==> src/hw/rtl/hsp_pkg.sv <==
// Shared constants, types and tables of the human-readable size parser.
// No dependencies; the parser modules and the testbench refer to it by scoped names.
package hsp_pkg;

    localparam int CHAR_W          = 8;
    localparam int COUNT_W         = 63;
    localparam int FRAC_DIGITS_MAX = 9;
    localparam int FRAC_W          = 30;
    localparam int FCNT_W          = 4;
    localparam int SHIFT_W         = 6;
    localparam int MAX_SHIFT       = 40;
    localparam int WIDE_W          = COUNT_W + MAX_SHIFT;
    localparam int QDEPTH          = 2;
    localparam int QPTR_W          = 1;

    localparam logic [COUNT_W-1:0] VAL_MAX = {COUNT_W{1'b1}};

    localparam logic [CHAR_W-1:0] CH_DOT = 8'h2E;
    localparam logic [CHAR_W-1:0] CH_0   = 8'h30;
    localparam logic [CHAR_W-1:0] CH_9   = 8'h39;
    localparam logic [CHAR_W-1:0] CH_UK  = 8'h4B;
    localparam logic [CHAR_W-1:0] CH_UM  = 8'h4D;
    localparam logic [CHAR_W-1:0] CH_UG  = 8'h47;
    localparam logic [CHAR_W-1:0] CH_UT  = 8'h54;
    localparam logic [CHAR_W-1:0] CH_LK  = 8'h6B;
    localparam logic [CHAR_W-1:0] CH_LM  = 8'h6D;
    localparam logic [CHAR_W-1:0] CH_LG  = 8'h67;
    localparam logic [CHAR_W-1:0] CH_LT  = 8'h74;

    localparam logic [SHIFT_W-1:0] SH_NONE = 6'd0;
    localparam logic [SHIFT_W-1:0] SH_K    = 6'd10;
    localparam logic [SHIFT_W-1:0] SH_M    = 6'd20;
    localparam logic [SHIFT_W-1:0] SH_G    = 6'd30;
    localparam logic [SHIFT_W-1:0] SH_T    = 6'd40;

    // One finished string, handed from the front to the back.
    typedef struct packed {
        logic [COUNT_W-1:0] whole;
        logic               ovf;
        logic [FRAC_W-1:0]  frac;
        logic [FCNT_W-1:0]  fcnt;
        logic [SHIFT_W-1:0] shift;
        logic               bad;
    } hsp_job_t;

    function automatic logic [SHIFT_W-1:0] suffix_shift(input logic [CHAR_W-1:0] c);
        logic [SHIFT_W-1:0] s;
        case (c)
            CH_UK, CH_LK: s = SH_K;
            CH_UM, CH_LM: s = SH_M;
            CH_UG, CH_LG: s = SH_G;
            CH_UT, CH_LT: s = SH_T;
            default:      s = SH_NONE;
        endcase
        return s;
    endfunction

    function automatic logic [FRAC_W-1:0] pow10(input logic [FCNT_W-1:0] n);
        logic [FRAC_W-1:0] p;
        case (n)
            4'd0:    p = FRAC_W'(1);
            4'd1:    p = FRAC_W'(10);
            4'd2:    p = FRAC_W'(100);
            4'd3:    p = FRAC_W'(1000);
            4'd4:    p = FRAC_W'(10000);
            4'd5:    p = FRAC_W'(100000);
            4'd6:    p = FRAC_W'(1000000);
            4'd7:    p = FRAC_W'(10000000);
            4'd8:    p = FRAC_W'(100000000);
            4'd9:    p = FRAC_W'(1000000000);
            default: p = FRAC_W'(1);
        endcase
        return p;
    endfunction

endpackage

==> src/hw/rtl/human_size_parser_unit.sv <==
// Top level of the human-readable size parser: front end, string queue, back end.
// Depends on hsp_pkg, hsp_front, hsp_queue and hsp_back.

// The unit parses a size such as "1.5G" or "512k", one ASCII character per
// input beat, with tlast on the final character, and returns one result beat
// per string: the size in bytes, a malformed flag and a saturated flag. The
// body is decimal digits with at most one dot; a final K, M, G or T in either
// case multiplies by 2^10, 2^20, 2^30 or 2^40, and the fraction part is
// scaled exactly and rounded down. At most nine fraction digits are allowed.
// A malformed string gives a count of zero; a value above 2^63-1 is clamped
// to 2^63-1 with the saturated flag set. The input side takes one character
// every cycle while the string queue is not full. In the back end, a string
// with no suffix goes straight to the result step; with K, M, G or T the
// bit-serial restoring divider that scales the fraction first produces one
// quotient bit per cycle, one for each bit of the shift. A queue of two
// strings sits between the character front end and the divider; while that
// queue is full, the input holds tready low for every character, not only
// for a final one. The result sits in an output register that holds while
// the downstream side stalls. Reset is asynchronous and active low.
module human_size_parser_unit (
    input  logic        clk,
    input  logic        rst_n,
    input  logic        s_axis_tvalid,
    output logic        s_axis_tready,
    input  logic [7:0]  s_axis_tdata,   // [7:0] char_code
    input  logic        s_axis_tlast,   // last_char
    output logic        m_axis_tvalid,
    input  logic        m_axis_tready,
    output logic [63:0] m_axis_tdata,   // [62:0] byte_count, [63] zero fill
    output logic [1:0]  m_axis_tuser    // [0] malformed, [1] saturated
);

    hsp_pkg::hsp_job_t              push_job;
    hsp_pkg::hsp_job_t              head_job;
    logic                           push;
    logic                           q_full;
    logic                           head_valid;
    logic                           pop;
    logic [hsp_pkg::COUNT_W-1:0]    byte_count;
    logic                           malformed;
    logic                           saturated;

    // Character front end: accumulates the whole part, fraction and flags.
    hsp_front u_front (
        .clk       (clk),
        .rst_n     (rst_n),
        .in_valid  (s_axis_tvalid),
        .in_ready  (s_axis_tready),
        .char_code (s_axis_tdata),
        .last_char (s_axis_tlast),
        .push      (push),
        .job       (push_job),
        .q_full    (q_full)
    );

    // Finished strings wait here while the back end is busy.
    hsp_queue u_queue (
        .clk        (clk),
        .rst_n      (rst_n),
        .push       (push),
        .push_job   (push_job),
        .full       (q_full),
        .pop        (pop),
        .head_valid (head_valid),
        .head_job   (head_job)
    );

    // Scaling, fraction division, saturation and the result register.
    hsp_back u_back (
        .clk        (clk),
        .rst_n      (rst_n),
        .head_valid (head_valid),
        .head_job   (head_job),
        .pop        (pop),
        .out_valid  (m_axis_tvalid),
        .out_ready  (m_axis_tready),
        .byte_count (byte_count),
        .malformed  (malformed),
        .saturated  (saturated)
    );

    assign m_axis_tdata = {1'b0, byte_count};
    assign m_axis_tuser = {saturated, malformed};

endmodule

==> src/hw/rtl/hsp_front.sv <==
// Front end of the size parser: takes characters and builds the accumulators.
// Depends on hsp_pkg; pushes one hsp_job_t per string into hsp_queue.
module hsp_front (
    input  logic                       clk,
    input  logic                       rst_n,
    input  logic                       in_valid,
    output logic                       in_ready,
    input  logic [hsp_pkg::CHAR_W-1:0] char_code,
    input  logic                       last_char,
    output logic                       push,
    output hsp_pkg::hsp_job_t          job,
    input  logic                       q_full
);

    logic [hsp_pkg::COUNT_W-1:0] whole_reg, whole_next;
    logic                        ovf_reg, ovf_next;
    logic [hsp_pkg::FRAC_W-1:0]  frac_reg, frac_next;
    logic [hsp_pkg::FCNT_W-1:0]  fcnt_reg, fcnt_next;
    logic                        dot_reg, dot_next;
    logic                        bad_reg, bad_next;
    logic                        body_reg, body_next;

    logic [hsp_pkg::SHIFT_W-1:0]   shift;
    logic                          is_suffix;
    logic                          is_dot;
    logic                          is_digit;
    logic [3:0]                    digit;
    logic [hsp_pkg::COUNT_W+3:0]   whole_x10;
    logic [hsp_pkg::FRAC_W+3:0]    frac_x10;
    logic                          accept;

    assign in_ready = !q_full;
    assign accept   = in_valid && in_ready;

    assign shift     = hsp_pkg::suffix_shift(char_code);
    assign is_suffix = last_char && (shift != hsp_pkg::SH_NONE);
    assign is_dot    = (char_code == hsp_pkg::CH_DOT);
    assign is_digit  = (char_code >= hsp_pkg::CH_0) && (char_code <= hsp_pkg::CH_9);
    assign digit     = 4'(char_code - hsp_pkg::CH_0);

    assign whole_x10 = ({4'b0, whole_reg} << 3) + ({4'b0, whole_reg} << 1)
                     + (hsp_pkg::COUNT_W + 4)'(digit);
    assign frac_x10  = ({4'b0, frac_reg} << 3) + ({4'b0, frac_reg} << 1)
                     + (hsp_pkg::FRAC_W + 4)'(digit);

    always_comb
    begin
        whole_next = whole_reg;
        ovf_next   = ovf_reg;
        frac_next  = frac_reg;
        fcnt_next  = fcnt_reg;
        dot_next   = dot_reg;
        bad_next   = bad_reg;
        body_next  = body_reg;
        if (is_suffix)
        begin
            // A scale letter with nothing in front of it is not a size.
            if (!body_reg)
            begin
                bad_next = 1'b1;
            end
        end
        else
        begin
            body_next = 1'b1;
            if (!bad_reg)
            begin
                if (is_dot)
                begin
                    bad_next = dot_reg;
                    dot_next = 1'b1;
                end
                else if (!is_digit)
                begin
                    bad_next = 1'b1;
                end
                else if (!dot_reg)
                begin
                    if (ovf_reg || (whole_x10[hsp_pkg::COUNT_W+3:hsp_pkg::COUNT_W] != 4'd0))
                    begin
                        ovf_next   = 1'b1;
                        whole_next = hsp_pkg::VAL_MAX;
                    end
                    else
                    begin
                        whole_next = whole_x10[hsp_pkg::COUNT_W-1:0];
                    end
                end
                else if (fcnt_reg >= hsp_pkg::FCNT_W'(hsp_pkg::FRAC_DIGITS_MAX))
                begin
                    bad_next = 1'b1;
                end
                else
                begin
                    frac_next = frac_x10[hsp_pkg::FRAC_W-1:0];
                    fcnt_next = fcnt_reg + 1'b1;
                end
            end
        end
    end

    assign push      = accept && last_char;
    assign job.whole = whole_next;
    assign job.ovf   = ovf_next;
    assign job.frac  = frac_next;
    assign job.fcnt  = fcnt_next;
    assign job.shift = is_suffix ? shift : hsp_pkg::SH_NONE;
    assign job.bad   = bad_next;

    always_ff @(posedge clk or negedge rst_n)
    begin
        if (!rst_n)
        begin
            whole_reg <= '0;
            ovf_reg   <= 1'b0;
            frac_reg  <= '0;
            fcnt_reg  <= '0;
            dot_reg   <= 1'b0;
            bad_reg   <= 1'b0;
            body_reg  <= 1'b0;
        end
        else if (accept)
        begin
            if (last_char)
            begin
                whole_reg <= '0;
                ovf_reg   <= 1'b0;
                frac_reg  <= '0;
                fcnt_reg  <= '0;
                dot_reg   <= 1'b0;
                bad_reg   <= 1'b0;
                body_reg  <= 1'b0;
            end
            else
            begin
                whole_reg <= whole_next;
                ovf_reg   <= ovf_next;
                frac_reg  <= frac_next;
                fcnt_reg  <= fcnt_next;
                dot_reg   <= dot_next;
                bad_reg   <= bad_next;
                body_reg  <= body_next;
            end
        end
    end

endmodule

==> src/hw/rtl/hsp_queue.sv <==
// Two-entry queue of finished strings between the front and the back.
// Depends on hsp_pkg for the entry type and depth.
module hsp_queue (
    input  logic              clk,
    input  logic              rst_n,
    input  logic              push,
    input  hsp_pkg::hsp_job_t push_job,
    output logic              full,
    input  logic              pop,
    output logic              head_valid,
    output hsp_pkg::hsp_job_t head_job
);

    hsp_pkg::hsp_job_t             mem [hsp_pkg::QDEPTH];
    logic [hsp_pkg::QPTR_W-1:0]    wptr_reg;
    logic [hsp_pkg::QPTR_W-1:0]    rptr_reg;
    logic [hsp_pkg::QPTR_W:0]      count_reg;

    assign full       = (count_reg == (hsp_pkg::QPTR_W + 1)'(hsp_pkg::QDEPTH));
    assign head_valid = (count_reg != '0);
    assign head_job   = mem[rptr_reg];

    always_ff @(posedge clk)
    begin
        if (push)
        begin
            mem[wptr_reg] <= push_job;
        end
    end

    always_ff @(posedge clk or negedge rst_n)
    begin
        if (!rst_n)
        begin
            wptr_reg  <= '0;
            rptr_reg  <= '0;
            count_reg <= '0;
        end
        else
        begin
            if (push)
            begin
                wptr_reg <= wptr_reg + 1'b1;
            end
            if (pop)
            begin
                rptr_reg <= rptr_reg + 1'b1;
            end
            if (push && !pop)
            begin
                count_reg <= count_reg + 1'b1;
            end
            else if (pop && !push)
            begin
                count_reg <= count_reg - 1'b1;
            end
        end
    end

endmodule

==> src/hw/rtl/hsp_back.sv <==
// Back end of the size parser: scales one string and divides the fraction.
// Depends on hsp_pkg; takes jobs from hsp_queue and drives the result register.
module hsp_back (
    input  logic                        clk,
    input  logic                        rst_n,
    input  logic                        head_valid,
    input  hsp_pkg::hsp_job_t           head_job,
    output logic                        pop,
    output logic                        out_valid,
    input  logic                        out_ready,
    output logic [hsp_pkg::COUNT_W-1:0] byte_count,
    output logic                        malformed,
    output logic                        saturated
);

    typedef enum logic [1:0] {
        ST_IDLE,
        ST_DIV,
        ST_FIN
    } state_t;

    state_t                         state_reg;
    hsp_pkg::hsp_job_t              job_reg;
    logic [hsp_pkg::FRAC_W-1:0]     rem_reg;
    logic [hsp_pkg::FRAC_W-1:0]     den_reg;
    logic [hsp_pkg::MAX_SHIFT-1:0]  quo_reg;
    logic [hsp_pkg::SHIFT_W-1:0]    step_reg;
    logic                           out_valid_reg;
    logic [hsp_pkg::COUNT_W-1:0]    byte_count_reg;
    logic                           malformed_reg;
    logic                           saturated_reg;

    logic [hsp_pkg::FRAC_W:0]       rem2;
    logic                           ge;
    logic [hsp_pkg::WIDE_W-1:0]     wide;
    logic                           too_big;
    logic [hsp_pkg::COUNT_W:0]      total;
    logic                           sat;
    logic                           load_out;

    // One restoring division step: one quotient bit per cycle.
    assign rem2 = {rem_reg, 1'b0};
    assign ge   = (rem2 >= {1'b0, den_reg});

    // Whole part scaled by the suffix; anything above bit 62 means overflow.
    assign wide    = {{hsp_pkg::MAX_SHIFT{1'b0}}, job_reg.whole} << job_reg.shift;
    assign too_big = (wide[hsp_pkg::WIDE_W-1:hsp_pkg::COUNT_W] != '0);
    assign total   = {1'b0, wide[hsp_pkg::COUNT_W-1:0]}
                   + (hsp_pkg::COUNT_W + 1)'(quo_reg);
    assign sat     = job_reg.ovf || too_big || total[hsp_pkg::COUNT_W];

    assign pop      = (state_reg == ST_IDLE) && head_valid;
    assign load_out = (state_reg == ST_FIN) && (!out_valid_reg || out_ready);

    assign out_valid  = out_valid_reg;
    assign byte_count = byte_count_reg;
    assign malformed  = malformed_reg;
    assign saturated  = saturated_reg;

    always_ff @(posedge clk or negedge rst_n)
    begin
        if (!rst_n)
        begin
            state_reg      <= ST_IDLE;
            out_valid_reg  <= 1'b0;
            job_reg        <= '0;
            rem_reg        <= '0;
            den_reg        <= '0;
            quo_reg        <= '0;
            step_reg       <= '0;
            byte_count_reg <= '0;
            malformed_reg  <= 1'b0;
            saturated_reg  <= 1'b0;
        end
        else
        begin
            // A beat taken this cycle is replaced below when the next one is ready.
            if (out_valid_reg && out_ready && !load_out)
            begin
                out_valid_reg <= 1'b0;
            end
            case (state_reg)
                ST_IDLE:
                begin
                    if (head_valid)
                    begin
                        job_reg  <= head_job;
                        rem_reg  <= head_job.frac;
                        den_reg  <= hsp_pkg::pow10(head_job.fcnt);
                        quo_reg  <= '0;
                        step_reg <= head_job.shift;
                        state_reg <= (head_job.shift == hsp_pkg::SH_NONE) ? ST_FIN : ST_DIV;
                    end
                end
                ST_DIV:
                begin
                    rem_reg  <= ge ? hsp_pkg::FRAC_W'(rem2 - {1'b0, den_reg})
                                   : rem2[hsp_pkg::FRAC_W-1:0];
                    quo_reg  <= {quo_reg[hsp_pkg::MAX_SHIFT-2:0], ge};
                    step_reg <= step_reg - 1'b1;
                    if (step_reg == hsp_pkg::SHIFT_W'(1))
                    begin
                        state_reg <= ST_FIN;
                    end
                end
                ST_FIN:
                begin
                    if (load_out)
                    begin
                        out_valid_reg <= 1'b1;
                        malformed_reg <= job_reg.bad;
                        if (job_reg.bad)
                        begin
                            byte_count_reg <= '0;
                            saturated_reg  <= 1'b0;
                        end
                        else
                        begin
                            byte_count_reg <= sat ? hsp_pkg::VAL_MAX
                                                  : total[hsp_pkg::COUNT_W-1:0];
                            saturated_reg  <= sat;
                        end
                        state_reg <= ST_IDLE;
                    end
                end
                default:
                begin
                    state_reg <= ST_IDLE;
                end
            endcase
        end
    end

endmodule

==> config.mk <==
export PLATFORM = sky130hd
export DESIGN_NAME = human_size_parser_unit
export DESIGN_NICKNAME = d
export VERILOG_FILES = /design/src/hw/rtl/hsp_pkg.sv /design/src/hw/rtl/human_size_parser_unit.sv /design/src/hw/rtl/hsp_front.sv /design/src/hw/rtl/hsp_queue.sv /design/src/hw/rtl/hsp_back.sv
export SDC_FILE = /design/constraint.sdc
export NUM_CORES = 2
export LEC_CHECK = 0
export BUFFER_PORTS_ARGS = -buffer_cell sky130_fd_sc_hd__buf_4
export CAP_MARGIN = 0
export CELL_PAD_IN_SITES_DETAIL_PLACEMENT = 0
export CELL_PAD_IN_SITES_GLOBAL_PLACEMENT = 2
export CORE_MARGIN = 2
export CORE_UTILIZATION = 42
export DETAILED_ROUTE_END_ITERATION = 8
export PLACE_DENSITY = 0.91
export SYNTH_ARGS = -nofsm -noshare
export SYNTH_HDL_FRONTEND = slang
export SYNTH_HIERARCHICAL = 1
export SYNTH_SLANG_ARGS = --single-unit
==> constraint.sdc <==
create_clock -name clk -period 8.5 [get_ports clk]
set_input_delay 1.275 -clock clk [delete_from_list [all_inputs] [get_ports clk]]
set_output_delay 1.275 -clock clk [all_outputs]
set_load 0.005 [all_outputs]
**After elaboration in Yosys (flattened, before gate mapping)**

Memory sizes are Yosys's and may differ from the RTL's. A register that Yosys moved wholly into a read port is not among the register bits.
Index checks and enable logic that the tools add are counted.

- Memory bits (read-only): 480
- Memories kept: 2
- Bits in registers: 320
- Input port bits: 13
- Output and inout port bits: 68
- RAM bits: 210
- Latch bits: 0

Memory list:

| memory | words | bits a word | rd ports | clocked after Yosys merged registers in | wr ports | line | RTL |
|---|---|---|---|---|---|---|---|
| (name not given) | 16 | 30 | 1 | 1 | 0 | hsp_pkg.sv:60 | `case (n)` |
| u_queue.mem | 2 | 105 | 1 | 0 | 1 | hsp_queue.sv:14 | `hsp_pkg::hsp_job_t mem [hsp_pkg::QDEPTH];` |

- Equality and inequality tests: 18
- Add/subtract/negate cells: 13
- Divide/modulo/power cells: 0
- Bitwise operators: 0
- $mul: 0
- Muxes and demuxes: 66
- Magnitude comparators: 4
- Shifts and indexed selects: 1
- Reduce and logical (&&, ||, !) cells: 39

Operators by type and width:

| operator | count |
|---|---|
| $mux W63 | 9 |
| $mux W30 | 9 |
| $shl A63 B6 Y103 | 1 |
| $pmux W40 S2 | 1 |
| $add A66 B64 Y67 | 1 |
| $add A67 B4 Y67 | 1 |
| $add A63 B40 Y64 | 1 |
| $eq A8 B7 Y1 const B | 8 |
| $pmux W30 S2 | 1 |
| $mux W40 | 1 |
| $reduce_bool A40 Y1 | 1 |
| $ge A31 B30 Y1 | 1 |
| $add A30 B30 Y30 | 1 |
| $add A30 B4 Y30 | 1 |
| $sub A30 B30 Y30 | 1 |
| $mux W4 | 7 |
| $mux W1 | 27 |
| $pmux W6 S4 | 1 |
| $mux W2 | 6 |
| $mux W6 | 2 |
| $pmux W6 S2 | 1 |
| $logic_and A1 B1 Y1 | 10 |
| $eq A8 B6 Y1 const B | 1 |
| $ge A8 B6 Y1 const B | 1 |
| other kinds (25) | 47 |

**Logic depth before layout (Yosys ltp)**

- Depth after elaboration: 11
- Mapped depth: 24
- Gate-level depth less buffers: 18

**Cells and area by module**

Netlist, hierarchy kept.

Modules (own cells, without submodules):

| module | times used | sequential area each (µm²) | cells an instance | area each (µm²) |
|---|---|---|---|---|
| hsp_back | 1 | 5955.7 | 2370 | 19646.3 |
| hsp_front | 1 | 2527.4 | 1350 | 11497.3 |
| hsp_queue | 1 | 6406.1 | 343 | 7925.1 |
| human_size_parser_unit | 1 | 0.0 | 4 | 26.3 |

**Worst setup path before layout**

Ideal clock, no wire load.

- Path kind: in2reg
- Start: input s_axis_tvalid
- End: memory u_queue/mem[0][0] (netlist name), enable pin
- Data required time: 7918 ps
- Cell stages on the path: 4
- Setup slack: 1448 ps
- Arrival: 6470 ps
- Cells stage by stage: nor2b_1 nand2_1 inv_1 nor2b_1

- Longest elaborated chain between the ends: 4

Ends and longest elaborated chain:

| item | line | RTL |
|---|---|---|
| from (decl) | human_size_parser_unit.sv:23 | `input logic s_axis_tvalid,` |
| $logic_and A1 B1 Y1 | hsp_front.sv:33 | `assign accept = in_valid && in_ready;` |
| $logic_and A1 B1 Y1 | hsp_front.sv:102 | `assign push = accept && last_char;` |
| net push | human_size_parser_unit.sv:35 | `logic push;` |
| $mux W1 | hsp_queue.sv:25 | `if (push)` |
| $mux W1 (not written as such) | hsp_queue.sv:27 | `mem[wptr_reg] <= push_job;` |
| to (decl) | hsp_queue.sv:14 |  |

The timed path passes the listed nets, and every way through them passes these cells.

**Worst setup path after layout**

- Start: register u_back/job_reg[1] (netlist name)
- End: register u_back.byte_count_reg, in the netlist u_back/byte_count[60]

- Longest elaborated chain between the ends: 6
- Elaborated cells on any way between the ends: 7
- Those cells by class: add/sub (1); shift (1); mux (2); reduce/logical (3)

Ends and longest elaborated chain:

| item | line | RTL |
|---|---|---|
| from (decl) | hsp_back.sv:23 | `hsp_pkg::hsp_job_t job_reg;` |
| from (signal assigned) | hsp_back.sv:87 | `job_reg <= head_job;` |
| $shl A63 B6 Y103 (*) | hsp_back.sv:46 | `assign wide = {{hsp_pkg::MAX_SHIFT{1'b0}}, job_reg.whole} << job_reg.shift;` |
| branches (longest 3 deep; another with $add A63 B40 Y64) | -- |  |
| $mux W63 (*) | hsp_back.sv:119 | `byte_count_reg <= sat ? hsp_pkg::VAL_MAX` |
| $mux W63 (*) | hsp_back.sv:112 | `if (job_reg.bad)` |
| to (signal assigned) | hsp_back.sv:119 |  |
| to (decl) | hsp_back.sv:29 | `logic [hsp_pkg::COUNT_W-1:0] byte_count_reg;` |

Every way passes the cells marked *.
A chain may end at the register's enable or synchronous reset.

==> results.rst <==
.. list-table::
   :header-rows: 1

   * - Metric
     - Value
   * - Final hold violation count
     - 0
   * - Clock Tree Buf Depth
     - 3
   * - Number of fillers in the final layout
     - 8843
   * - Delay of the slowest critical-path stage
     - 1110 ps
   * - Most frequent standard cell in the layout excluding fill and tap cells
     - sky130_fd_sc_hd__nand2_1
   * - Number of detailed-routing iterations run before antenna repair
     - 5
   * - Total number of placement rows
     - 111
   * - Crit path arrival time
     - 7280 ps
   * - First-pass GRT wire length
     - between 150 and 200 mm
   * - Number of synthesized register bits
     - 553
   * - Syn nets
     - roughly 4300
   * - Via count of the first global-routing pass
     - 29600
   * - Buf/Inv on CP
     - 1
   * - Global route overflow
     - 0
   * - Clock transition at the register clock pins on the worst setup and hold paths after CTS
     - 70 ps
   * - Max-capacitance violation count
     - 0
   * - Worst-case headroom to the max-slew limit
     - 0.308
   * - Worst path slowest cell
     - sky130_fd_sc_hd__dfrtp_4
   * - Least-Margin Pin Slew
     - 1040 ps
   * - Total Nets Final
     - between 4000 and 5000
   * - Gpl congestion
     - 0.936
   * - DRC errors left
     - 0
   * - Setup slack at placement
     - approximately 1900 ps
   * - Number of ports placed on the die boundary
     - 81
   * - Number of instances in the synthesized netlist
     - 4067
   * - H-tree lvl count
     - 2
   * - Post-route worst hold slack
     - 463 ps
   * - Maximum number of pins on one net before global-route repair
     - 148
   * - Die area
     - 0.0955 mm^2
   * - Die height
     - 309 um
   * - Synth Cell Area
     - slightly below 0.04 mm^2
   * - Switching part of the total power
     - 0.460
   * - Class of the worst hold path
     - register to register
   * - Cell area after layout
     - 0.0423 mm^2
   * - Count of buffers inserted at the top-level ports
     - 79
   * - Crit path launch type
     - register
   * - Number of flops mapped to enable cells by yosys
     - between 200 and 250
   * - Antenna violations before repair
     - 1
   * - Portion of the clock cycle consumed by the worst path in the final layout
     - 0.797
   * - Critical hold path startpoint
     - u_back/byte_count[5]$_DFFE_PN0P_
   * - Max Freq
     - 148 MHz
   * - Leak pwr
     - 18.6 nW
   * - Crit Path Max Fanout
     - 76
   * - Wire length reported by the detailed router
     - ~110 mm
   * - Number of cells in the design after placement
     - 5160
   * - Leading cell types in the layout, fill and taps excluded
     - sky130_fd_sc_hd__nand2_1 (679), sky130_fd_sc_hd__dfrtp_1 (340), sky130_fd_sc_hd__o21ai_0 (265)
   * - Launch point of the critical path
     - u_back/job_reg[1]$_DFFE_PN0P_
   * - Relative contribution of combinational cells to total power
     - 0.566
   * - Finish-stage setup viols
     - 0
   * - Sequential fraction of the synthesis area
     - 0.381
   * - Final max-slew violation count
     - 0
   * - Outcome
     - finished, final reports clean
   * - Ratio of cells with drive above 1 in the final layout
     - 0.120
   * - Worst path required time
     - 9010 ps
   * - TNS Setup
     - 0 ps
   * - Worst voltage drop across the vdd grid
     - 218 uV
   * - Dpl hpwl
     - just under 80 mm
   * - Total track usage
     - 0.223
   * - Number of clock buffers inserted by TritonCTS
     - 59
   * - Hold buffer count at cts
     - 0
   * - Power density cells
     - roughly 380 mW/mm^2
   * - Post-detailed-placement cell area
     - 0.0403 mm^2
   * - Prevailing post-synth register cell
     - sky130_fd_sc_hd__dfrtp_1
   * - Sequential share of power
     - 0.269
   * - Synth cell types
     - 106
   * - Core ar.
     - 0.0919 mm^2
   * - Power spent charging and discharging nets
     - 7.31 mW
   * - Vias post-DR
     - slightly above 30000
   * - Classification of the worst setup path
     - register to register
   * - Clk network pwr share
     - 0.165
   * - Ordered list of cells on the worst path
     - buf_4, mux4_1, o22ai_1, nor3_1, a21oi_1, o22ai_1, ha_1, and3_1, nand2_1, nor4_1, a32o_1, o221ai_1, nor3_1, or4b_2, xnor2_1, o21ai_0, nand2_1
   * - Initial core utilization
     - 0.425
   * - Clk Latency, worst-skew pair
     - between 600 and 700 ps
   * - Number of vias per cell
     - 5.87
   * - Startpoint of the lowest-slack register-to-register path
     - u_back/job_reg[1]$_DFFE_PN0P_
   * - Antenna viol nets, final
     - 0
   * - Period minus WS final
     - 6780 ps
   * - Number of gates resized after cts
     - 0
   * - Average detailed-routed wire length per instance
     - 20.4 um
   * - Count of synthesis-stage warnings from yosys
     - 6
   * - Buffer type at the clock tree root
     - sky130_fd_sc_hd__clkbuf_16
   * - Final worst-path setup slack
     - 1720 ps
   * - Share of flip-flops with an asynchronous set or reset after synthesis
     - 0.620
   * - Clk sink count
     - 553
   * - Flip-flop count of the largest register after layout
     - 210
   * - Area Overhead vs Synth
     - 8.09%
   * - Clock tree from TritonCTS
     - yes
   * - Cell family with the largest share of critical-path delay
     - simple AND/OR/NAND/NOR gates
   * - First DRT Iteration DRCs
     - ~3100
   * - Post-Layout Cell Count
     - 5272
   * - Worst clock skew
     - 41.7 ps
   * - Critical path endpoint category
     - register
   * - Buffers inserted by post-CTS timing repair
     - 0
   * - Floorplan die width
     - between 300 and 400 um
   * - Int Pwr
     - 8.57 mW
   * - Avg Inst Size Synth
     - approximately 9.6 um^2
   * - Setup repair after global routing missed its margin
     - no
routing by layer:
layer,vias to the layer above,track usage,wire length [um],share of wire
met1,15000,0.337,53100,0.49
met5,-,0,0,0
li1,14900,-,-,-
met2,924,0.330,45500,0.42
met4,0,0.0712,3270,0.030
met3,160,0.0286,5820,0.054
synth_stat cells, types with 37 or more instances:
cell                         n  area [um^2]
sky130_fd_sc_hd__mux2_4     40          601
sky130_fd_sc_hd__o22a_1     62          543
sky130_fd_sc_hd__o221a_1    40          450
sky130_fd_sc_hd__o21ai_0   266         1330
sky130_fd_sc_hd__ha_1      260         3250
sky130_fd_sc_hd__mux2_2     91         1020
sky130_fd_sc_hd__edfxtp_1  210         6310
sky130_fd_sc_hd__nor2b_1    37          231
sky130_fd_sc_hd__mux4_2     58         1310
sky130_fd_sc_hd__xnor2_1    98          858
sky130_fd_sc_hd__and3_1     38          238
sky130_fd_sc_hd__nand4_1    50          313
sky130_fd_sc_hd__mux2i_1    92          921
sky130_fd_sc_hd__a22o_1     41          359
sky130_fd_sc_hd__inv_1      96          360
sky130_fd_sc_hd__nor2_1    229          860
sky130_fd_sc_hd__clkbuf_1  165          619
sky130_fd_sc_hd__a21oi_1   245         1230
sky130_fd_sc_hd__nand2_1   682         2560
sky130_fd_sc_hd__nor3_1     70          350
sky130_fd_sc_hd__xor2_1     69          604
sky130_fd_sc_hd__dfrtp_1   343         8580
sky130_fd_sc_hd__nor4_1     42          263
sky130_fd_sc_hd__nand3_1    48          240
sky130_fd_sc_hd__a21o_1     88          661
cell families (layout without fill, tap and decap cells):
group	Yosys count	count (layout)	synth area share
other	2	3	0.000192
buffers and inverters	362	323	0.0439
and+or+nand+nor	1329	1329	0.153
AOI/OAI and AO/OA	1095	1095	0.192
muxes	293	293	0.107
adders and majority gates	266	266	0.0863
DFF	553	553	0.381
xor gates and xnor gates	167	167	0.0374
worst min-delay path, stage by stage (launching register included):
cell and delay [ps]:
sky130_fd_sc_hd__dfrtp_1 340, sky130_fd_sc_hd__nand2_1 50, sky130_fd_sc_hd__nand2_1 50
power by group through the flow:
| stage | clock, mW | combinational, mW | sequential (mW) |
|---|---|---|---|
| floorplan | 0 | 6.74 | 3.94 |
| global placement | 0 | 8.82 | 4.29 |
| detailed placement | 0 | 8.82 | 4.31 |
| CTS | 2.69 | 8.88 | 4.26 |
| global route | 2.79 | 9.78 | 4.38 |
| finish | 2.62 | 8.99 | 4.27 |
metrics by stage:
stage / util / total power, mW
floorplan: - / 10.7
global placement: 0.438 / 13.1
detailed placement: 0.438 / 13.1
CTS: 0.460 / 15.8
global route: 0.460 / 16.9
finish: 0.460 / 15.9
layout make-up:
cell class	count	area [um^2]	share of cell area
clock inverter	33	309	0.00731
clock buffer	78	1670	0.0395
inverter	99	377	0.00891
sequential	553	14900	0.353
multi-input combinational	3152	22600	0.534
tap	1243	1560	0.0368
antenna	1	2.50	0.0000592
timing repair buffer	113	868	0.0205
path summary, 6_finish.rpt:
kind / cells past startpoint / to / slack [ps]
min reg2reg: 2 / u_back/byte_count[5]$_DFFE_PN0P_ / 460
max: 17 / u_back/byte_count[60]$_DFFE_PN0P_ / 1720
min: 2 / u_back/byte_count[5]$_DFFE_PN0P_ / 460
min in group asynchronous: 1 / u_back/job_reg[90]$_DFFE_PN0P_ / 670
max reg2reg: 17 / u_back/byte_count[60]$_DFFE_PN0P_ / 1720
max in group asynchronous: 2 / u_queue/rptr_reg$_DFFE_PN0P_ / 6420
(Power assumes the default switching activity.)
